## src/hdl/bch_pkg.sv

```systemverilog
// package: shared widths, payload types, codes and field arithmetic for the bch codec
package bch_pkg;

  localparam int WORD_W = 63;
  localparam int ELEM_W = 6;
  localparam int FP_W   = 7;
  localparam int MAX_T  = 8;
  localparam int NCELL  = 2 * MAX_T + 1;
  localparam int IDX_W  = 5;

  typedef logic [ELEM_W-1:0] elem_t;

  typedef struct packed {
    logic              kind;
    logic [WORD_W-1:0] word;
  } in_t;

  typedef struct packed {
    logic [WORD_W-1:0] codeword;
    logic [WORD_W-1:0] message;
    logic [1:0]        status;
    logic [3:0]        errors_fixed;
  } out_t;

  localparam logic       KIND_ENCODE = 1'b0;
  localparam logic [1:0] STATUS_OK   = 2'd0;
  localparam logic [1:0] STATUS_FAIL = 2'd1;
  localparam logic [1:0] STATUS_LONG = 2'd2;

  localparam logic [2:0] REG_N = 3'd0;
  localparam logic [2:0] REG_K = 3'd1;
  localparam logic [2:0] REG_G = 3'd2;
  localparam logic [2:0] REG_F = 3'd3;
  localparam logic [2:0] REG_T = 3'd4;

  // cell operations
  localparam logic [2:0] OP_HOLD  = 3'd0;
  localparam logic [2:0] OP_PREP  = 3'd1;
  localparam logic [2:0] OP_SYN   = 3'd2;
  localparam logic [2:0] OP_SHIFT = 3'd3;
  localparam logic [2:0] OP_MAC   = 3'd4;
  localparam logic [2:0] OP_UPD   = 3'd5;
  localparam logic [2:0] OP_QINIT = 3'd6;
  localparam logic [2:0] OP_CHIEN = 3'd7;

  typedef struct packed {
    logic [2:0]       op;
    logic [FP_W-1:0]  fp;
    logic [2:0]       fdeg;
    elem_t            beta;
    logic             bitv;
    elem_t            syn_in;
    elem_t            d;
    elem_t            inv;
    logic             upd;
    logic [IDX_W-1:0] lcur;
    logic [IDX_W-1:0] slen;
  } cell_ctrl_t;

  function automatic logic [2:0] field_deg(input logic [FP_W-1:0] fp);
    logic [2:0] dg;
    dg = 3'd0;
    for (int i = 0; i < FP_W; i++) begin
      if (fp[i]) dg = 3'(i);
    end
    return dg;
  endfunction

  // multiply by x, reduced
  function automatic elem_t gf_xtime(input elem_t p, input logic [FP_W-1:0] fp,
                                     input logic [2:0] fdeg);
    logic [FP_W-1:0] v;
    v = {p, 1'b0};
    if (v[fdeg]) v = v ^ fp;
    if (fdeg == 3'd0) v = '0;
    return v[ELEM_W-1:0];
  endfunction

  function automatic elem_t gf_mul(input elem_t a, input elem_t b,
                                   input logic [FP_W-1:0] fp, input logic [2:0] fdeg);
    elem_t p;
    p = '0;
    for (int i = ELEM_W - 1; i >= 0; i--) begin
      p = gf_xtime(p, fp, fdeg) ^ (b[i] ? a : elem_t'(0));
    end
    if (fdeg == 3'd0) p = '0;
    return p;
  endfunction

endpackage

```

## src/hdl/bch_cell.sv

```systemverilog
// one cell of the decoder chain: power, syndrome, locator and chien terms of one index
module bch_cell import bch_pkg::*; (
  input  logic             clk,
  input  logic [IDX_W-1:0] idx,
  input  cell_ctrl_t       ctrl,
  input  elem_t            pw_prev,
  input  elem_t            sr_prev,
  input  elem_t            lam_prev,
  input  elem_t            tt_prev,
  output elem_t            pw,
  output elem_t            sr,
  output elem_t            lam,
  output elem_t            tt,
  output elem_t            syn,
  output elem_t            prod,
  output elem_t            q
);

  elem_t pw_r, sr_r, lam_r, tt_r, syn_r, prod_r, q_r;
  elem_t pw_nxt, sr_nxt, lam_nxt, tt_nxt, syn_nxt, prod_nxt, q_nxt;
  elem_t red1;
  logic  in_locator;
  logic  in_round;

  assign red1       = (ctrl.fdeg != 3'd0) ? elem_t'(1) : elem_t'(0);
  assign in_locator = (idx <= ctrl.lcur);
  assign in_round   = (idx <= ctrl.slen);

  always_comb begin
    pw_nxt   = pw_r;
    sr_nxt   = sr_r;
    lam_nxt  = lam_r;
    tt_nxt   = tt_r;
    syn_nxt  = syn_r;
    prod_nxt = prod_r;
    q_nxt    = q_r;
    case (ctrl.op)
      OP_PREP: begin
        pw_nxt  = (idx == '0) ? red1 : gf_mul(pw_prev, ctrl.beta, ctrl.fp, ctrl.fdeg);
        lam_nxt = (idx == '0) ? red1 : elem_t'(0);
        tt_nxt  = (idx == IDX_W'(1)) ? red1 : elem_t'(0);
        sr_nxt  = '0;
        syn_nxt = '0;
      end
      OP_SYN: begin
        syn_nxt = gf_mul(syn_r, pw_r, ctrl.fp, ctrl.fdeg)
                  ^ {{(ELEM_W-1){1'b0}}, ctrl.bitv & (ctrl.fdeg != 3'd0)};
      end
      OP_SHIFT: begin
        sr_nxt = (idx == '0) ? ctrl.syn_in : sr_prev;
      end
      OP_MAC: begin
        prod_nxt = in_locator ? gf_mul(lam_r, sr_r, ctrl.fp, ctrl.fdeg) : elem_t'(0);
      end
      OP_UPD: begin
        if (in_round) begin
          lam_nxt = lam_r ^ gf_mul(ctrl.d, tt_r, ctrl.fp, ctrl.fdeg);
          if (idx == '0) begin
            tt_nxt = '0;
          end else if (ctrl.upd) begin
            tt_nxt = gf_mul(ctrl.inv, lam_prev, ctrl.fp, ctrl.fdeg);
          end else begin
            tt_nxt = tt_prev;
          end
        end
      end
      OP_QINIT: begin
        q_nxt = gf_mul(lam_r, pw_r, ctrl.fp, ctrl.fdeg);
      end
      OP_CHIEN: begin
        if (idx != '0) q_nxt = gf_mul(q_r, pw_r, ctrl.fp, ctrl.fdeg);
      end
      default: begin
      end
    endcase
  end

  always_ff @(posedge clk) begin
    pw_r   <= pw_nxt;
    sr_r   <= sr_nxt;
    lam_r  <= lam_nxt;
    tt_r   <= tt_nxt;
    syn_r  <= syn_nxt;
    prod_r <= prod_nxt;
    q_r    <= q_nxt;
  end

  assign pw   = pw_r;
  assign sr   = sr_r;
  assign lam  = lam_r;
  assign tt   = tt_r;
  assign syn  = syn_r;
  assign prod = prod_r;
  assign q    = in_locator ? q_r : elem_t'(0);

endmodule

```

## config.mk

```make
export PLATFORM = sky130hd
export DESIGN_NAME = bch_cell
export DESIGN_NICKNAME = d
export VERILOG_FILES = /design/src/hdl/bch_pkg.sv /design/src/hdl/bch_cell.sv
export SDC_FILE = /design/constraint.sdc
export NUM_CORES = 1
export LEC_CHECK = 0
export BUFFER_PORTS_ARGS = -buffer_cell sky130_fd_sc_hd__buf_2
export CAP_MARGIN = 10
export CELL_PAD_IN_SITES_DETAIL_PLACEMENT = 1
export CELL_PAD_IN_SITES_GLOBAL_PLACEMENT = 1
export CORE_ASPECT_RATIO = 1.1
export CORE_MARGIN = 5
export CORE_UTILIZATION = 50
export DETAILED_ROUTE_END_ITERATION = 10
export HOLD_SLACK_MARGIN = 0.08
export PLACE_DENSITY_LB_ADDON = 0.1
export SLEW_MARGIN = 10
export SYNTH_ARGS = -nofsm -noshare
export SYNTH_HDL_FRONTEND = slang
export SYNTH_SLANG_ARGS = --single-unit
```

## constraint.sdc

```tcl
create_clock -name clk -period 22.6 [get_ports clk]
set_input_delay 5.65 -clock clk [delete_from_list [all_inputs] [get_ports clk]]
set_output_delay 5.65 -clock clk [all_outputs]
set_load 0.05 [all_outputs]
```

## After elaboration in Yosys (flattened, before gate mapping)

Memory sizes are Yosys's and may differ from the RTL's.
Index checks and enable logic that the tools add are counted.
Widths: inputs -> output; s select.

- $lt $le $gt $ge: 3
- Bitwise operators: 81
- Reduce and logical (&&, ||, !) cells: 11
- Muxes and demuxes: 282
- Equality and inequality tests: 10

Operators by type and width:

| kind | count |
|---|---|
| $mux 6 | 203 |
| $xor 6x6->6 | 78 |
| $bmux 1 s3 | 35 |
| $pmux 6 s2 | 5 |
| $mux 1 | 39 |
| $eq 3x3->1 const B | 4 |
| $le 5x5->1 | 2 |
| $reduce_bool 2->1 | 4 |
| $eq 3x2->1 const B | 2 |
| $xor 6x1->6 | 1 |
| $eq 5x1->1 const B | 1 |
| $logic_not 5->1 | 1 |
| $reduce_bool 5->1 | 1 |
| $lt 3x4->1 const B | 1 |
| $ne 2x2->1 const B | 2 |
| $reduce_and 2->1 | 2 |
| $eq 3x1->1 const B | 1 |
| $logic_not 3->1 | 1 |
| $reduce_bool 3->1 | 1 |
| $reduce_or 2->1 | 1 |
| $and 1x1->1 | 1 |
| $not 1->1 | 1 |

- Memory bits (read-only): 8
- Bits in registers: 42
- Logic and storage cells: 395
- Memories: 1

Memories:

| memory | depth | width | rd ports | clocked after memory_dff | wr ports | RTL line | RTL |
|---|---|---|---|---|---|---|---|
| (name not given) | 8 | 1 | 1 | 0 | 0 | bch_pkg.sv:74 | `if (v[fdeg]) v = v ^ fp;` |

## Longest topological paths before layout

Gate-level depths: netlist of the first run.

- Word-level depth: 59
- Gate-level depth with buffers: 25
- Mapped depth without buffers: 20

## Least setup slack after synthesis of the first run

No wires, ideal clock.

- Path type: input-to-output
- Start point: input ctrl[6] in the netlist's numbering
- End point: output q[0]
- Setup slack: 9.564 ns
- Data arrival time: 7.386 ns
- Stages on the path: 9
- Data required time: 16.950 ns
- Path through: inv_1 -> ha_1 -> nor2b_1 -> o21a_1 -> o21ai_0 -> nand2b_1 -> a21oi_1 -> a31oi_1 -> nor2b_1

- Word-level cells in the longest chain between the ends: 2

Ends and longest elaborated chain:

| item | RTL line | RTL |
|---|---|---|
| start: declaration | bch_cell.sv:5 | `input cell_ctrl_t ctrl,` |
| $le 5x5->1 | bch_cell.sv:26 | `assign in_locator = (idx <= ctrl.lcur);` |
| $mux 6 | bch_cell.sv:94 | `assign q = in_locator ? q_r : elem_t'(0);` |
| end: declaration | bch_cell.sv:16 | `output elem_t q` |

Every way passes these cells.

## Final worst setup path of the first run

- Start point: input ctrl[36] in the netlist's numbering
- End point: register q_r[1], data pin

- Word-level cells in the longest chain between the ends: 45
- Elaborated cells between the ends (all ways): 89
- Those cells by class: mux (65); bitwise (22); reduce/logical (1); memory (1)

Ends and longest elaborated chain:

| item | RTL line | RTL |
|---|---|---|
| $mem_v2 8x1 | n/a |  |
| $mux 1 (not written as such) | bch_pkg.sv:74 |  |
| $mux 6 | bch_pkg.sv:74 |  |
| $mux 6 | bch_pkg.sv:75 | `if (fdeg == 3'd0) v = '0;` |
| $mux 6 | bch_cell.sv:71 | `if (idx != '0) q_nxt = gf_mul(q_r, pw_r, ctrl.fp, ctrl.fdeg);` |
| $mux 6 | bch_cell.sv:37 | `case (ctrl.op)` |
| $xor 6x6->6 | bch_pkg.sv:84 | `p = gf_xtime(p, fp, fdeg) ^ (b[i] ? a : elem_t'(0));` |
| $bmux 1 s3 | bch_pkg.sv:74 |  |
| [... 30 more ...] | n/a |  |
| $mux 6 | bch_pkg.sv:75 |  |
| $mux 6 | bch_cell.sv:71 |  |
| $mux 6 | bch_cell.sv:37 |  |
| $xor 6x6->6 | bch_pkg.sv:84 |  |
| $mux 6 | bch_pkg.sv:86 | `if (fdeg == 3'd0) p = '0;` |
| $mux 6 | bch_cell.sv:71 |  |
| $pmux 6 s2 (*) | bch_cell.sv:37 |  |
| named net q_nxt[1] | bch_cell.sv:20 | `elem_t pw_nxt, sr_nxt, lam_nxt, tt_nxt, syn_nxt, prod_nxt, q_nxt;` |
| end signal: assignment | bch_cell.sv:85 | `q_r <= q_nxt;` |
| end: declaration | bch_cell.sv:19 | `elem_t pw_r, sr_r, lam_r, tt_r, syn_r, prod_r, q_r;` |

Mark *: on every way through the listed nets, which the timed path passes. The rest lies on a longest branch. The select of a mux whose other input is x is not followed.
A chain may end at the register's enable or synchronous reset.

==> flow_summary.toml, run 1 <==
[sta]
skew_ns = 0.008990
slew_violations = 0
finalSetupViolCount = 0
max_slew.worst_pin.slew_ns = 1.094
rsz0062_at_grt = "false"
setup_ws_ns = 9.378
fmax_ghz = 0.07563
finalCriticalPeriod_ns = 13.22
hold_viol = 0
relSlewSlack_pct = 26.74
tns_ns = 0
whs_ns = 0.7393
min_period_over_period_pct = 58.51

[final_layout]
fillerInstances = 4107
area_growth_pct = 6.162
utilization_pct = 53.90
layout.nets = 2342
final_common_cell = "nand2_1"
final_cell_mix = "398 x nand2_1, 211 x xnor2_1, 140 x nor2_1, 119 x buf_2, 103 x a21oi_1"
drive_above_1_share_pct = 11.80

[global_route]
grt_first_pass_wirelength_um = 107700
gr-total-overflow = 0
antenna_found_initial = 4
grt_max_degree = 62
grt_pass1_vias = 19061
track_usage_pct = 39.41

[worst_setup_path]
crit_slowest_cell = "or3b_1"
critPathLaunchType = "input pin"
endpoint_kind = "flip-flop"
path_depth = 21
path_buf_inv = 2
max_stage_delay_ns = 0.74
r2r_cells = 20
cp.required_ns = 22.66
crit_chain = "buf_2 -> buf_4 -> or3b_1 -> nor2_2 -> o21ai_0 -> mux2i_1 -> nand3_1 -> o311ai_0 -> o31ai_1 -> or4b_1 -> a41oi_1 -> mux2i_1 -> o21ai_0 -> or2_1 -> or4b_1 -> a31oi_1 -> o21ai_1 -> nand2_1 -> mux2_2 -> a211o_1 -> a211o_1"
crit_arrival_ns = 13.28
critPathKind = "in -> reg"
path_max_fanout = 54
crit_family = "simple AND/OR/NAND/NOR gates"

[clock_tree]
cts_resized = 0
h-tree-depth = 2
clock_latency_ns = 0.31
clockRootBuffer = "clkbuf_16"
cts_tree = "yes"
cts_buffer_depth = 2
cts.clk_slew.worst_paths_ns = 0.06
numClockSinks = 42
cts_setup_buffers = 0
cts-hold-fix-buffers = 0
cts_made_buffers = 5

[routing]
vias = 19016
wirelength_um = 71440
drt_pass1_iterations = 6
initialDrtViolationCount = 1841
wl_per_cell_um = 26.77
drc_errors = 0
via_per_inst = 7.125
drtAntennaViolNets = 0

[pwr]
p_clk_share_pct = 8.8
power_frac_comb_pct = 79.5
seqPwrFrac_pct = 11.7
vdd_drop_max_mv = 0.05177
p_int_mw = 0.4655
p_leak_nw = 6.405
sw_frac_of_total_pct = 52.76
p_per_area_nw_per_um2 = 59.91
p_sw_mw = 0.5198

[synth]
async_flop_share_pct = 0
synth_area_leader_cell = "xnor2_1"
synth_cells = 2256
netlist.area_leader.share_pct = 11.93
syn-num-nets = 2345
synth.distinct_cells = 106
yosys_warnings = 0
synth_edf_count = 42
synth-seq-cells = 42
synth.cell_area_um2 = 15490
synth_area_leaders = "xnor2_1 12%, nand2_1 9.6%, edfxtp_1 8.1%"
ys.flop_type = "edfxtp_1"
seq_area_frac_synth_pct = 8.141
avgSynthCellArea_um2 = 6.867

[die]
rows = 67
start_util_pct = 50.77
io_pins = 121
core_um2 = 30510
die-area_um2 = 34610
die_w_um = 177.8
die_h_um = 194.6

[place]
portBuffers = 119
detailedPlace.worstSlack_ns = 9.288
gp_congestion = 0.9634
hpwl_um = 49210

[flow_run]
cap_violations = 0

[status]
outcome = "completed"

[hold_path]
holdPathStages = 2
hp-class = "reg -> reg"
[final timing paths]
| path | from | end | slack (ns) |
|---|---|---|---|
| worst max-delay path | ctrl[36] | q_r[1] | 9.38 |
| worst min-delay path | lam[4] | lam[4] | 0.74 |
| worst max register to register | lam[5] | prod[5] | 15.24 |
| worst min register to register | lam[4] | lam[4] | 0.74 |
[area by class of cell]
type	instances	area (um^2)	area share, %
multi-input cells	2005	13400	81.45
clock inverters	1	30.03	0.1826
repair buffers	175	1016	6.177
clock buffers	7	132.6	0.8064
flip-flops and latches	42	1261	7.668
inverters	24	90.09	0.5477
diodes	1	2.502	0.01521
well taps	414	518.0	3.149
[cell usage after synthesis (all sizes together) (21+ instances only)]
| cell type | count |
|---|---|
| or3 | 29 |
| nor4 | 37 |
| nand4 | 36 |
| and2 | 47 |
| xnor2 | 212 |
| clkbuf | 141 |
| edfxtp | 42 |
| nor2 | 142 |
| nand2 | 398 |
| xnor3 | 21 |
| a31oi | 38 |
| xor2 | 99 |
| nand3 | 89 |
| nor3 | 93 |
| a211oi | 21 |
| o21ai | 106 |
| inv | 22 |
| and3 | 40 |
| mux2i | 64 |
| mux2 | 25 |
| buf | 44 |
| o31ai | 26 |
| a21oi | 104 |
[worst min-delay path, stage by stage, from the launching register on]
cell and delay, ns:
edfxtp_1 0.38, o21ai_0 0.11, a21oi_1 0.13
[logic make-up (layout without fill, tap and decap cells)]
family	after synthesis	count (layout)	synth area share, %
simple gates	1020	1020	32.18
compound gates	544	544	25.25
xor+xnor	336	336	21.30
buf+inv	209	207	5.484
mux	95	95	6.849
flops	42	42	8.141
fa+ha+maj	10	10	0.8076
other cells	0	1	0
[state kept, by name, indices dropped and copies added (netlist names)]
| register | cells |
|---|---|
| lam | 6 |
| prod | 6 |
| pw | 6 |
| q_r | 6 |
| sr | 6 |
| syn | 6 |
| tt | 6 |
[per-layer routing]
layer | up-vias | part of all wire (%) | track usage, %
met5 | - | 0.097 | 0
met4 | 9 | 7.1 | 23.98
met3 | 364 | 11 | 9.617
met2 | 1101 | 44 | 62.93
met1 | 9260 | 37 | 47.58
li1 | 8282 | - | -
[metrics by stage]
| step | power [mW] | cells | area [um^2] |
|---|---|---|---|
| 2_1_floorplan | 0.7052 | 2256 | 15490 |
| 3_5_place_dp | 0.8764 | 2660 | 16280 |
| 4_1_cts | 0.9700 | 2668 | 16440 |
| 6_report | 0.9853 | 2669 | 16450 |
| 5_1_grt | 1.043 | 2668 | 16440 |
| 3_3_place_gp | 0.8513 | 2660 | 16280 |
[power groups by stage]
stage / registers [mW] / logic (mW) / clock network [mW]
6_report: 0.115 / 0.783 / 0.0866
5_1_grt: 0.116 / 0.838 / 0.0902
4_1_cts: 0.114 / 0.768 / 0.0874
3_5_place_dp: 0.116 / 0.761 / 0
3_3_place_gp: 0.115 / 0.736 / 0
2_1_floorplan: 0.119 / 0.586 / 0
Power figures use the tool's default switching activity.
==> run 2, diff against run 1 <==
Settings changed: ABC_AREA set to 1, CORE_UTILIZATION 50 to 38.
Clock period 22.6 ns to 10.72 ns, I/O delays scaled along.
==> run 2 against run 1 <==
  * Sequential cell count is the same
  * Die area up 14%
  * Worst hold slack improved by 0.27 ns
  * Critical path type unchanged
  * Largest power group unchanged
==> flow_summary.toml, run 2 <==
[status]
outcome = "completed"

[global_route]
grt_first_pass_wirelength_um = 92950
antenna_found_initial = 3
gr-total-overflow = 0
grt_pass1_vias = 17726
grt_max_degree = 172
track_usage_pct = 28.69

[sta]
finalSetupViolCount = 0
fmax_ghz = 0.1202
relSlewSlack_pct = 30.02
min_period_over_period_pct = 77.59
hold_viol = 0
tns_ns = 0
max_slew.worst_pin.slew_ns = 1.050
slew_violations = 0
whs_ns = 1.014
finalCriticalPeriod_ns = 8.317
rsz0062_at_grt = "false"
skew_ns = 0.01071

[clock_tree]
cts_made_buffers = 5
cts-hold-fix-buffers = 0
cts_buffer_depth = 2
cts_tree = "yes"
clockRootBuffer = "clkbuf_16"
cts_resized = 0
h-tree-depth = 2
cts_setup_buffers = 0
numClockSinks = 42
cts.clk_slew.worst_paths_ns = 0.07
clock_latency_ns = 0.32

[die]
start_util_pct = 38.50
io_pins = 121
rows = 72
core_um2 = 35220
die_h_um = 208.1
die-area_um2 = 39570
die_w_um = 190.1

[routing]
wl_per_cell_um = 19.36
drtAntennaViolNets = 0
initialDrtViolationCount = 1034
via_per_inst = 5.773
drt_pass1_iterations = 6
vias = 17528
wirelength_um = 58780
drc_errors = 0

[synth]
synth.distinct_cells = 41
synth.cell_area_um2 = 13560
netlist.area_leader.share_pct = 23.89
synthTopCellsByCount = "863 x nand2_1, 560 x nand3_1, 229 x inv_1"
synth_cells = 2544
synth_edf_count = 42
syn-num-nets = 2633
seq_area_frac_synth_pct = 9.301
async_flop_share_pct = 0
synth-seq-cells = 42
synth_area_leader_cell = "nand2_1"
synth.most_common_cell = "nand2_1"
ys.flop_type = "edfxtp_1"
avgSynthCellArea_um2 = 5.330
synth_area_leaders = "nand2_1 24%, nand3_1 21%, edfxtp_1 9.3%"
yosys_warnings = 0

[flow_run]
cap_violations = 0

[place]
gp_congestion = 0.8350
hpwl_um = 42550
portBuffers = 119

[worst_setup_path]
crit_arrival_ns = 8.38
critPathLaunchType = "input pin"
max_stage_delay_ns = 0.69
critPathKind = "in -> reg"
reg2reg_setup_slack_ns = 5.03
crit_slowest_cell = "inv_8"
path_max_fanout = 171
endpoint_kind = "flip-flop"
cp.required_ns = 10.78

[pwr]
p_per_area_nw_per_um2 = 108.1
p_clk_share_pct = 13.5
sw_frac_of_total_pct = 55.50
vdd_drop_max_mv = 0.1568
power_frac_comb_pct = 71.4
p_sw_mw = 0.8698
seqPwrFrac_pct = 15.1
p_leak_nw = 8.017
p_int_mw = 0.6974

[final_layout]
utilization_pct = 41.15
drive_above_1_share_pct = 10.96
final_common_cell = "nand2_1"
fillerInstances = 5139
area_growth_pct = 6.883
final_cell_mix = "863 x nand2_1, 560 x nand3_1, 229 x inv_1, 142 x nand4_1, 137 x xor2_1"
layout.nets = 2642

[hold_path]
hp-class = "reg -> reg"
[run 2: cell count changes in the layout (fill, tap and decap cells not counted), moves of 88 or more]
| cell | change |
|---|---|
| nor3_1 | -88 |
| nand4_1 | +106 |
| xnor2_1 | -203 |
| nand2_1 | +465 |
| inv_1 | +207 |
| nand3_1 | +471 |
[run 2: worst paths after layout]
kind | start | to | cells after the start
min | sr[0] | prod[0] | 3
max reg2reg | pw[5] | syn[1] | 41
min reg2reg | sr[0] | prod[0] | 3
max | ctrl[36] | lam[1] | 35
[run 2: power by group through the flow]
stage | combinational [mW] | clock [mW] | sequential (mW)
final | 1.12 | 0.212 | 0.237
after global routing | 1.26 | 0.221 | 0.238
after CTS | 1.12 | 0.215 | 0.236
after detailed placement | 1.11 | 0 | 0.239
after global placement | 1.06 | 0 | 0.239
after floorplan | 0.852 | 0 | 0.239
[run 2: logic make-up (layout without fill, tap and decap cells)]
family | after synthesis | count (layout) | synth area share [%]
DFF | 42 | 42 | 9.301
and+or+nand+nor | 1812 | 1812 | 62.35
adders and majority gates | 10 | 10 | 0.9227
buffers and inverters | 393 | 403 | 11.98
other | 0 | 1 | 0
xor gates and xnor gates | 146 | 146 | 9.485
AOI/OAI and AO/OA | 141 | 141 | 5.970
[run 2: final cells by class]
type	instances	area, um^2	share of cell area (%)
Clock buffer	5	125.1	0.8633
Sequential cell	42	1261	8.702
Antenna cell	1	2.502	0.01727
Clock inverter	3	68.82	0.4748
Timing Repair Buffer	145	805.8	5.559
Multi-Input combinational cell	2109	10680	73.69
Inverter	250	948.4	6.544
Tap cell	481	601.8	4.152
[run 2: routing by layer]
metal,vias up,track usage (%),share of wire (%),routed length [um]
met1,8542,35.97,43,25420
met5,-,0,0.046,27
li1,8441,-,-,-
met3,126,2.833,4.5,2643
met2,415,50.88,48,28390
met4,4,10.30,3.9,2302
[run 2: stage by stage]
stage               area [um^2]  worst slack (ns)  instances  power, mW
floorplan                 13560             3.974       2544      1.091
global placement          14300             2.478       3027      1.300
detailed placement        14300             2.218       3027      1.348
CTS                       14490             2.523       3035      1.566
global route              14490             1.947       3035      1.718
finish                    14490             2.403       3036      1.567
[run 2: critical path, delay by kind of cell]
family                 cells  cell delay (ns)
AO/OA/AOI/OAI              2             0.33
buffers and inverters      4             1.55
AND/OR/NAND/NOR           29             3.66
